--- src/design/scfp_pkg.sv ---
`default_nettype none
// ----------------------------------------------------------------------------
// scfp_pkg
// Shared constants for the serial command frame parser: command characters,
// update target codes and default sizes.
// ----------------------------------------------------------------------------
package scfp_pkg;

  localparam int FRAME_CAPACITY_DEFAULT = 50;
  localparam int VALUE_BITS_DEFAULT     = 32;

  localparam logic [7:0] CH_DIR_LO    = 8'h41;
  localparam logic [7:0] CH_DIR_HI    = 8'h48;
  localparam logic [7:0] CH_DIR_BASE  = 8'h40;
  localparam logic [7:0] CH_STOP      = 8'h5A;
  localparam logic [7:0] CH_OPEN      = 8'h7B;
  localparam logic [7:0] CH_CLOSE     = 8'h7D;
  localparam logic [7:0] CH_TAG_PID   = 8'h50;
  localparam logic [7:0] CH_TAG_FLASH = 8'h57;
  localparam logic [7:0] CH_ID_SKIP   = 8'h23;
  localparam logic [7:0] CH_ID_VEL    = 8'h30;
  localparam logic [7:0] CH_ID_KP     = 8'h31;
  localparam logic [7:0] CH_ID_KI     = 8'h32;
  localparam logic [7:0] RAW_DIR_LIMIT = 8'd10;
  localparam logic signed [8:0] DIGIT_BASE = 9'sd48;

  localparam int POS_ID  = 1;
  localparam int POS_TAG = 3;

  typedef enum logic [1:0] {
    TARGET_NONE = 2'd0,
    TARGET_VEL  = 2'd1,
    TARGET_KP   = 2'd2,
    TARGET_KI   = 2'd3
  } target_t;

endpackage
`default_nettype wire

--- src/design/serial_command_frame_parser_unit.sv ---
`default_nettype none
// ----------------------------------------------------------------------------
// serial_command_frame_parser_unit
// Parses received serial bytes into direction commands and brace-delimited
// parameter frames; one result per byte.
// Result valid is registered, rising in the cycle after the input transfer.
// Throughput: 1 byte per cycle while results are taken, set by the frame state
// update (saturating multiply-by-ten fold) feeding the output register.
// Reset: synchronous; clears frame state and the output valid.
// ----------------------------------------------------------------------------
module serial_command_frame_parser_unit
  import scfp_pkg::*;
#(
  parameter int FRAME_CAPACITY = FRAME_CAPACITY_DEFAULT,
  parameter int VALUE_BITS     = VALUE_BITS_DEFAULT
) (
  input  wire logic               clk,
  input  wire logic               rst,
  input  wire logic               in_valid,
  output logic                    in_ready,
  input  wire logic        [7:0]  rx_byte,
  output logic                    out_valid,
  input  wire logic               out_ready,
  output logic             [3:0]  direction,
  output logic                    direction_set,
  output logic                    frame_end,
  output logic             [1:0]  update_target,
  output logic signed      [31:0] param_value,
  output logic                    pid_send_request,
  output logic                    flash_send_request
);

  localparam int POS_W = $clog2(FRAME_CAPACITY + 1);
  localparam int EXT_W = (VALUE_BITS > 32) ? VALUE_BITS : 32;
  localparam logic [POS_W-1:0] POS_LIMIT   = POS_W'(FRAME_CAPACITY);
  localparam logic [POS_W-1:0] POS_ID_IDX  = POS_W'(POS_ID);
  localparam logic [POS_W-1:0] POS_TAG_IDX = POS_W'(POS_TAG);

  logic                          in_frame;
  logic [POS_W-1:0]              frame_position;
  logic [7:0]                    frame_id_byte;
  logic [7:0]                    frame_tag_byte;
  logic signed [VALUE_BITS-1:0]  value_accumulator;

  logic                          in_frame_next;
  logic [POS_W-1:0]              frame_position_next;
  logic [7:0]                    frame_id_byte_next;
  logic [7:0]                    frame_tag_byte_next;
  logic signed [VALUE_BITS-1:0]  value_accumulator_next;
  logic signed [VALUE_BITS-1:0]  acc_folded;
  logic signed [EXT_W-1:0]       acc_ext;

  logic                          accept;
  logic                          collecting;
  logic [3:0]                    dir_d;
  logic                          dir_set_d;
  logic                          close_d;
  target_t                       target_d;
  logic signed [31:0]            value_d;
  logic                          pid_d;
  logic                          flash_d;

  scfp_fold #(
    .VALUE_BITS(VALUE_BITS)
  ) u_fold (
    .acc      (value_accumulator),
    .rx_byte  (rx_byte),
    .acc_next (acc_folded)
  );

  assign in_ready   = !out_valid || out_ready;
  assign accept     = in_valid && in_ready;
  assign acc_ext    = EXT_W'(value_accumulator);
  assign close_d    = (rx_byte == CH_CLOSE);
  assign collecting = (in_frame || (rx_byte == CH_OPEN)) && (frame_position < POS_LIMIT);

  always_comb begin
    dir_d     = 4'd0;
    dir_set_d = 1'b0;
    if (rx_byte >= CH_DIR_LO && rx_byte <= CH_DIR_HI) begin
      dir_d     = 4'(rx_byte - CH_DIR_BASE);
      dir_set_d = 1'b1;
    end else if (rx_byte < RAW_DIR_LIMIT) begin
      dir_d     = rx_byte[3:0];
      dir_set_d = 1'b1;
    end else if (rx_byte == CH_STOP) begin
      dir_set_d = 1'b1;
    end
  end

  always_comb begin
    target_d = TARGET_NONE;
    value_d  = 32'sd0;
    pid_d    = 1'b0;
    flash_d  = 1'b0;
    if (close_d) begin
      if (frame_tag_byte == CH_TAG_PID) begin
        pid_d = 1'b1;
      end else if (frame_tag_byte == CH_TAG_FLASH) begin
        flash_d = 1'b1;
      end else if (frame_id_byte != CH_ID_SKIP) begin
        case (frame_id_byte)
          CH_ID_VEL: target_d = TARGET_VEL;
          CH_ID_KP:  target_d = TARGET_KP;
          CH_ID_KI:  target_d = TARGET_KI;
          default:   target_d = TARGET_NONE;
        endcase
        if (target_d != TARGET_NONE) begin
          value_d = acc_ext[31:0];
        end
      end
    end
  end

  always_comb begin
    in_frame_next          = in_frame || (rx_byte == CH_OPEN);
    frame_position_next    = frame_position;
    frame_id_byte_next     = frame_id_byte;
    frame_tag_byte_next    = frame_tag_byte;
    value_accumulator_next = value_accumulator;
    if (close_d) begin
      in_frame_next          = 1'b0;
      frame_position_next    = '0;
      frame_id_byte_next     = 8'd0;
      frame_tag_byte_next    = 8'd0;
      value_accumulator_next = '0;
    end else if (collecting) begin
      if (frame_position == POS_ID_IDX) begin
        frame_id_byte_next = rx_byte;
      end
      if (frame_position == POS_TAG_IDX) begin
        frame_tag_byte_next = rx_byte;
      end
      if (frame_position >= POS_TAG_IDX) begin
        value_accumulator_next = acc_folded;
      end
      frame_position_next = frame_position + 1'b1;
    end
  end

  always_ff @(posedge clk) begin
    if (rst) begin
      in_frame          <= 1'b0;
      frame_position    <= '0;
      frame_id_byte     <= 8'd0;
      frame_tag_byte    <= 8'd0;
      value_accumulator <= '0;
    end else if (accept) begin
      in_frame          <= in_frame_next;
      frame_position    <= frame_position_next;
      frame_id_byte     <= frame_id_byte_next;
      frame_tag_byte    <= frame_tag_byte_next;
      value_accumulator <= value_accumulator_next;
    end
  end

  always_ff @(posedge clk) begin
    if (rst) begin
      out_valid <= 1'b0;
    end else if (accept) begin
      out_valid <= 1'b1;
    end else if (out_ready) begin
      out_valid <= 1'b0;
    end
  end

  // hold result until its transfer completes
  always_ff @(posedge clk) begin
    if (accept) begin
      direction          <= dir_d;
      direction_set      <= dir_set_d;
      frame_end          <= close_d;
      update_target      <= target_d;
      param_value        <= value_d;
      pid_send_request   <= pid_d;
      flash_send_request <= flash_d;
    end
  end

endmodule
`default_nettype wire

--- src/design/scfp_fold.sv ---
`default_nettype none
// ----------------------------------------------------------------------------
// scfp_fold
// Saturating decimal fold: acc * 10 + (byte - 48), clamped at the signed
// limits of the accumulator width.
// ----------------------------------------------------------------------------
module scfp_fold
  import scfp_pkg::*;
#(
  parameter int VALUE_BITS = VALUE_BITS_DEFAULT
) (
  input  wire logic signed [VALUE_BITS-1:0] acc,
  input  wire logic        [7:0]            rx_byte,
  output logic signed      [VALUE_BITS-1:0] acc_next
);

  localparam int WIDE = VALUE_BITS + 5;
  localparam logic signed [VALUE_BITS-1:0] ACC_MAX = {1'b0, {(VALUE_BITS-1){1'b1}}};
  localparam logic signed [VALUE_BITS-1:0] ACC_MIN = {1'b1, {(VALUE_BITS-1){1'b0}}};
  localparam logic signed [VALUE_BITS-1:0] ACC_MAX_DIV10 = VALUE_BITS'(ACC_MAX / 10);
  localparam logic signed [VALUE_BITS-1:0] ACC_MIN_DIV10 = VALUE_BITS'(ACC_MIN / 10);

  logic signed [WIDE-1:0] acc_w;
  logic signed [WIDE-1:0] times_ten;
  logic signed [8:0]      digit;
  logic signed [WIDE-1:0] sum;

  assign acc_w     = WIDE'(acc);
  assign times_ten = (acc_w <<< 3) + (acc_w <<< 1);
  assign digit     = $signed({1'b0, rx_byte}) - DIGIT_BASE;
  assign sum       = times_ten + WIDE'(digit);

  always_comb begin
    if (acc > ACC_MAX_DIV10) begin
      acc_next = ACC_MAX;
    end else if (acc < ACC_MIN_DIV10) begin
      acc_next = ACC_MIN;
    end else if (sum > WIDE'(ACC_MAX)) begin
      acc_next = ACC_MAX;
    end else if (sum < WIDE'(ACC_MIN)) begin
      acc_next = ACC_MIN;
    end else begin
      acc_next = sum[VALUE_BITS-1:0];
    end
  end

endmodule
`default_nettype wire

--- config.mk ---
export PLATFORM = sky130hd
export DESIGN_NAME = serial_command_frame_parser_unit
export DESIGN_NICKNAME = d
export VERILOG_FILES = /design/src/design/scfp_pkg.sv /design/src/design/serial_command_frame_parser_unit.sv /design/src/design/scfp_fold.sv
export SDC_FILE = /design/constraint.sdc
export NUM_CORES = 1
export LEC_CHECK = 0
export ABC_CLOCK_PERIOD_IN_PS = 5650
export BUFFER_PORTS_ARGS = -buffer_cell sky130_fd_sc_hd__buf_2
export CAP_MARGIN = 15
export CORE_MARGIN = 2
export CORE_UTILIZATION = 45
export CTS_CLUSTER_SIZE = 24
export DETAILED_ROUTE_END_ITERATION = 7
export HOLD_SLACK_MARGIN = 0.1
export PLACE_DENSITY_LB_ADDON = 0.3
export SYNTH_ARGS = -nofsm -noshare
export SYNTH_HDL_FRONTEND = slang
export SYNTH_SLANG_ARGS = --single-unit
export TNS_END_PERCENT = 100
--- constraint.sdc ---
create_clock -name clk -period 5.65 [get_ports clk]
set_input_delay 1.13 -clock clk [delete_from_list [all_inputs] [get_ports clk]]
set_output_delay 1.13 -clock clk [all_outputs]
set_load 0.005 [all_outputs]
Yosys cells after proc, flatten, opt, wreduce, memory -nomap -nowiden:

Index checks and enable logic that the tools add are counted.

* bitwise gates (word level): 3
* equal/unequal tests: 11
* magnitude comparators: 9
* reduce and logical (&&, ||, !) cells: 20
* mux-type cells: 28
* $add $sub $neg: 5

Operators by type and width (count)
* $mux 32: 7
* $mux 8: 6
* $eq 8x7->1 const B: 5
* $add 36x9->37: 1
* $gt 37x32->1 const B: 1
* $lt 37x32->1 const B: 1
* $add 35x33->36: 1
* $gt 32x29->1 const B: 1
* $lt 32x29->1 const B: 1
* $eq 8x6->1 const B: 3
* $mux 6: 2
* $reduce_bool 2->1: 6
* $reduce_and 3->1: 3
* $sub 8x6->9 const B: 1
* $ge 8x7->1 const B: 1
* $le 8x7->1 const B: 1
* $lt 8x4->1 const B: 1
* $mux 2: 4
* $mux 4: 2
* $ne 8x6->1 const B: 1
* $add 6x1->6 const B: 1
* $eq 6x1->1 const B: 1
* $eq 6x2->1 const B: 1
* $ge 6x2->1 const B: 1
* other kinds (12): 23

* word-level logic and storage cells: 89
* bits of input ports: 12
* output and inout bits: 44
* bits in registers: 98

Longest topological paths before layout:

* depth after elaboration: 10
* depth in mapped cells: 18
* gate-level depth less buffers: 15

By module:

A second synthesis with hierarchy kept.

* cell total of the unflattened synthesis: 736
* area, all modules: 7418.4 um^2

By module, submodules not included
* serial_command_frame_parser_unit: instances 1, cells each 288, seq. area each 2382.3 um^2, area an instance 3783.6 um^2
* scfp_fold: instances 1, cells each 448, seq. area each 0.0 um^2, area an instance 3634.7 um^2

Worst setup path before layout:

Ideal clock, no wire load.

* path type: input port to flip-flop
* from: in rx_byte[4]
* to: reg value_accumulator[26] (netlist: acc_ext[26])
* stages: 18
* data arrival time: 5606 ps
* library setup time: 122 ps
* slack: -78 ps
* path buffers: 3
* required time: 5528 ps
* path through: ha_1 > or3_1 > inv_1 > fa_1 > ha_1 > clkbuf_1 > and2_1 > a221oi_1 > o21a_1 > o21ai_0 > a21o_1 > or3_1 > nand4_1 > o21bai_4 > nor2b_4 > buf_6 > buf_6 > a221o_1

* word-level cells in the longest chain between the ends: 10
* elaborated cells between the ends (all ways): 18
* those cells by class: add/sub: 2; order compare: 2; eq/ne: 2; mux: 7; reduce/logical: 5

RTL lines
* from (decl): RTL line serial_command_frame_parser_unit.sv:21 `input wire logic [7:0] rx_byte,`
* $sub 8x6->9: RTL line scfp_fold.sv:30 `assign digit = $signed({1'b0, rx_byte}) - DIGIT_BASE;`
* $add 36x9->37: RTL line scfp_fold.sv:31 `assign sum = times_ten + WIDE'(digit);`
* $lt 37x32->1: RTL line scfp_fold.sv:40 `end else if (sum < WIDE'(ACC_MIN)) begin`
* $mux 32: RTL line scfp_fold.sv:40
* $mux 32: RTL line scfp_fold.sv:38 `end else if (sum > WIDE'(ACC_MAX)) begin`
* $mux 32: RTL line scfp_fold.sv:36 `end else if (acc < ACC_MIN_DIV10) begin`
* $mux 32: RTL line scfp_fold.sv:34 `if (acc > ACC_MAX_DIV10) begin`
* $mux 32: RTL line serial_command_frame_parser_unit.sv:134 `if (frame_position >= POS_TAG_IDX) begin`
* $mux 32: RTL line serial_command_frame_parser_unit.sv:127 `end else if (collecting) begin`
* $mux 32: RTL line serial_command_frame_parser_unit.sv:121 `if (close_d) begin`
* to (signal assigned): RTL line serial_command_frame_parser_unit.sv:153 `value_accumulator <= value_accumulator_next;`
* to (decl): RTL line serial_command_frame_parser_unit.sv:43 `logic signed [VALUE_BITS-1:0] value_accumulator;`

Several ways; a longest one is shown, not always the timed one. The select of a mux whose other input is x is not followed.
A chain may end at the register's enable or synchronous reset.

Worst setup path in the final report:

* from: in rx_byte[4]
* to: reg value_accumulator[19] (netlist: acc_ext[19])

The elaborated chain is that of the path after synthesis.

==> impl_results.md <==
* DR vias at 5821
* Worst setup EP type: flop
* Met1 usage at 0.303
* Synth Flop Type: dfxtp_1
* Async SR Flop Fraction at 0
* Clock power frac at 0.412
* Worst Hold Path EP: in_frame
* Clk_lat worst skew at 360 ps
* WHS Path Cells at 2
* Hold path start: in_frame
* Initial Util at 0.465
* Unrepaired setup endpoints after global routing: no
* Mapped cell area at 6820 um^2
* Met3 GRT Util at 0.0415
* Synth cell types at 70
* Top Ports at 56
* Register-to-register setup slack at 1310 ps
* # diodes at 0
* GR Util met2 at 0.356
* Proportion of netlist area held by the largest area contributor at 0.185
* MaxCap Viol Count at 0
* FF-to-FF End: acc_ext[30]
* Cts bufs inserted at 9
* CP Class: in2reg
* Antenna violations before repair at 0
* Core area at 14600 um^2
* First-pass GRT wire length at 28.6 mm
* RD Place Congestion at 1.01
* Clock-pin slew on the worst setup and hold paths at 70 ps
* Die area at 16100 um^2
* Die Wd at 127 um
* Pleak at 3.29 nW
* Req. time, crit path at 5950 ps
* Vias in the first global route at 5766
* Leading area contributor after synthesis: edfxtp_1
* Core Util, Final at 0.532
* H-tree levels at 3
* Fin Setup TNS at 0 ps
* Initial DRC Count at 479
* Fill cells at 1304
* Post-route ant nets at 0
* Clock Skews at 12.5 ps
* FP Rows at 44
* Status: completed
* Cts-stage hold buffer count at 0
* CTS Sinks at 98
* Largest net degree at the start of global routing at 36
* Final wirelength at 17.8 mm
* WL/cell at 18.3 um
* Top post-synthesis cells by area: edfxtp_1, dfxtp_1, fa_1, ha_1, a21oi_1
* Final Hold Violating Endpoints at 0
* Worst Tran Pin Value at 821 ps
* Psw at 382 uW
* Crit path DAT at 5640 ps
* 1st-pass router iterations at 5
* Syn nets at 797
* FF-to-FF path depth at 14
* Quantity of gates resized following cts at 0
* Internal power at 1.14 mW
* Worst-path fanout max at 19
* Sequential share of power at 0.496
* TritonCTS clock tree: built
* Avg Vias per Cell at 5.98
* Drt drc at 0
* DP HPWL at 13.5 mm
* PortBufs at 55
* PwrDens at 195 nW/um^2
* Layout cells sized above 1 at 0.149
* Busiest layer in global routing: met2
* Avg Cell Area, Syn at 9.61 um^2
* Tightest Hold Check Type: reg2reg
* Worst r2r src: acc_ext[2]
* Max Clock Freq at 187 MHz
* Comb pwr share at 0.092
* Seq/Total Area, Yosys at 0.350
* Normalized max-slew margin at 0.453
* Longest Clk Path Bufs at 2
* Grt ovf at 0
* Yosys warns at 0
* Switching Share at 0.251
* Period utilisation layout at 0.945
* Final Critical Period at 5340 ps
* Root Buffer: clkbuf_16
* GRT Util Overall at 0.223
* Most common cell in the synthesized netlist: nor2_1
* Fin nets at 873
* Post-synthesis cell count at 709
* Area grow syn2layout at 14.2%
* Final setup vio count at 0
* Most common library cells after synthesis: nor2_1, a21oi_1, dfxtp_1, nand2_1, ha_1
* EDFF count, synth at 42
* Die Span Y at 127 um
* # Post-CTS Setup Buffers at 0
* Worst Setup Start Kind: input pin
* Fin. max-slew vios at 0
* Seq cells post-synth at 98
* Worst vdd ir at 0.154 mV
## cell usage in the layout, fill, tap and decap left out, types with 21 or more instances in the layout
master    instances
a21oi_1          55
and2_1           42
buf_2            55
buf_4            29
dfxtp_1          56
edfxtp_1         42
fa_1             32
ha_1             44
inv_1            26
nand2_1          49
nor2_1           63
o21ai_0          37
xnor2_1          21
## critical path, cell delays in order
cell and delay [ps]:
buf_2 140, ha_1 240, or3_1 460, clkinvlp_4 140
buf_4 230, fa_1 450, ha_1 330, a2111oi_0 530
o21ai_0 170, o22ai_1 230, o31ai_1 110, a31oi_1 210
xnor2_1 200, nand3_1 180, o21bai_4 180, nor2b_4 470
a221o_1 240
## how the worst max path moves through the flow
stage,from,endpoint,slack [ps],depth (start not counted)
after global placement,rx_byte[4],acc_ext[5],140,17
final,rx_byte[4],acc_ext[19],310,17
after floorplan,rx_byte[6],acc_ext[26],200,18
after detailed placement,rx_byte[4],acc_ext[14],20,17
after CTS,rx_byte[4],acc_ext[19],360,17
after global routing,rx_byte[4],acc_ext[19],20,19
## logic make-up (layout without fill, tap and decap cells)
kind of cell               Yosys count  after routing  synth area share
AOI/OAI and AO/OA                  205            205             0.207
xor gates and xnor gates            36             36            0.0463
adders and majority gates           76             76             0.175
buffers and inverters               49            130            0.0307
DFF                                 98             98             0.350
muxes                                6              6           0.00900
and+or+nand+nor                    239            239             0.183
## flip-flops by register name, indices dropped and copies added (netlist names)
name and count:
direction_set 1, update_target 2, frame_end 1, pid_send_request 1, in_frame 1, frame_tag_byte 8
direction 4, frame_position 6, flash_send_request 1, out_valid 1, param_value 32, frame_id_byte 8
acc_ext 32
## stage by stage
step | hold WS [ps] | setup slack [ps] | power, mW | cells | instance area, um^2
finish | 471 | 310 | 1.52 | 974 | 7780
global route | 505 | 16.1 | 1.56 | 974 | 7780
detailed placement | 454 | 19.8 | 0.909 | 955 | 7450
floorplan | 432 | 196 | 0.855 | 709 | 6820
global placement | 445 | 136 | 0.905 | 955 | 7450
CTS | 469 | 362 | 1.52 | 971 | 7750
## metal layers
layer | share of wire | vias to the layer above
met2 | 0.46 | 202
met5 | 0 | -
met1 | 0.45 | 2797
li1 | - | 2788
met4 | 0.023 | 0
met3 | 0.061 | 34
## power by group through the flow
stage,combinational [mW],clock (mW),sequential (mW)
global route,0.153,0.655,0.756
finish,0.139,0.626,0.755
floorplan,0.0810,0,0.774
CTS,0.139,0.629,0.755
global placement,0.135,0,0.770
detailed placement,0.138,0,0.771
## cell type report
cell class / count / area (um^2) / area share
multi-input cells: 562 / 4230 / 0.543
flip-flops and latches: 98 / 2380 / 0.306
repair buffers: 86 / 528 / 0.0678
clock buffers: 10 / 250 / 0.0321
well taps: 184 / 230 / 0.0296
inverters: 28 / 109 / 0.0140
clock inverters: 6 / 56.3 / 0.00723
(Power assumes the default switching activity.)
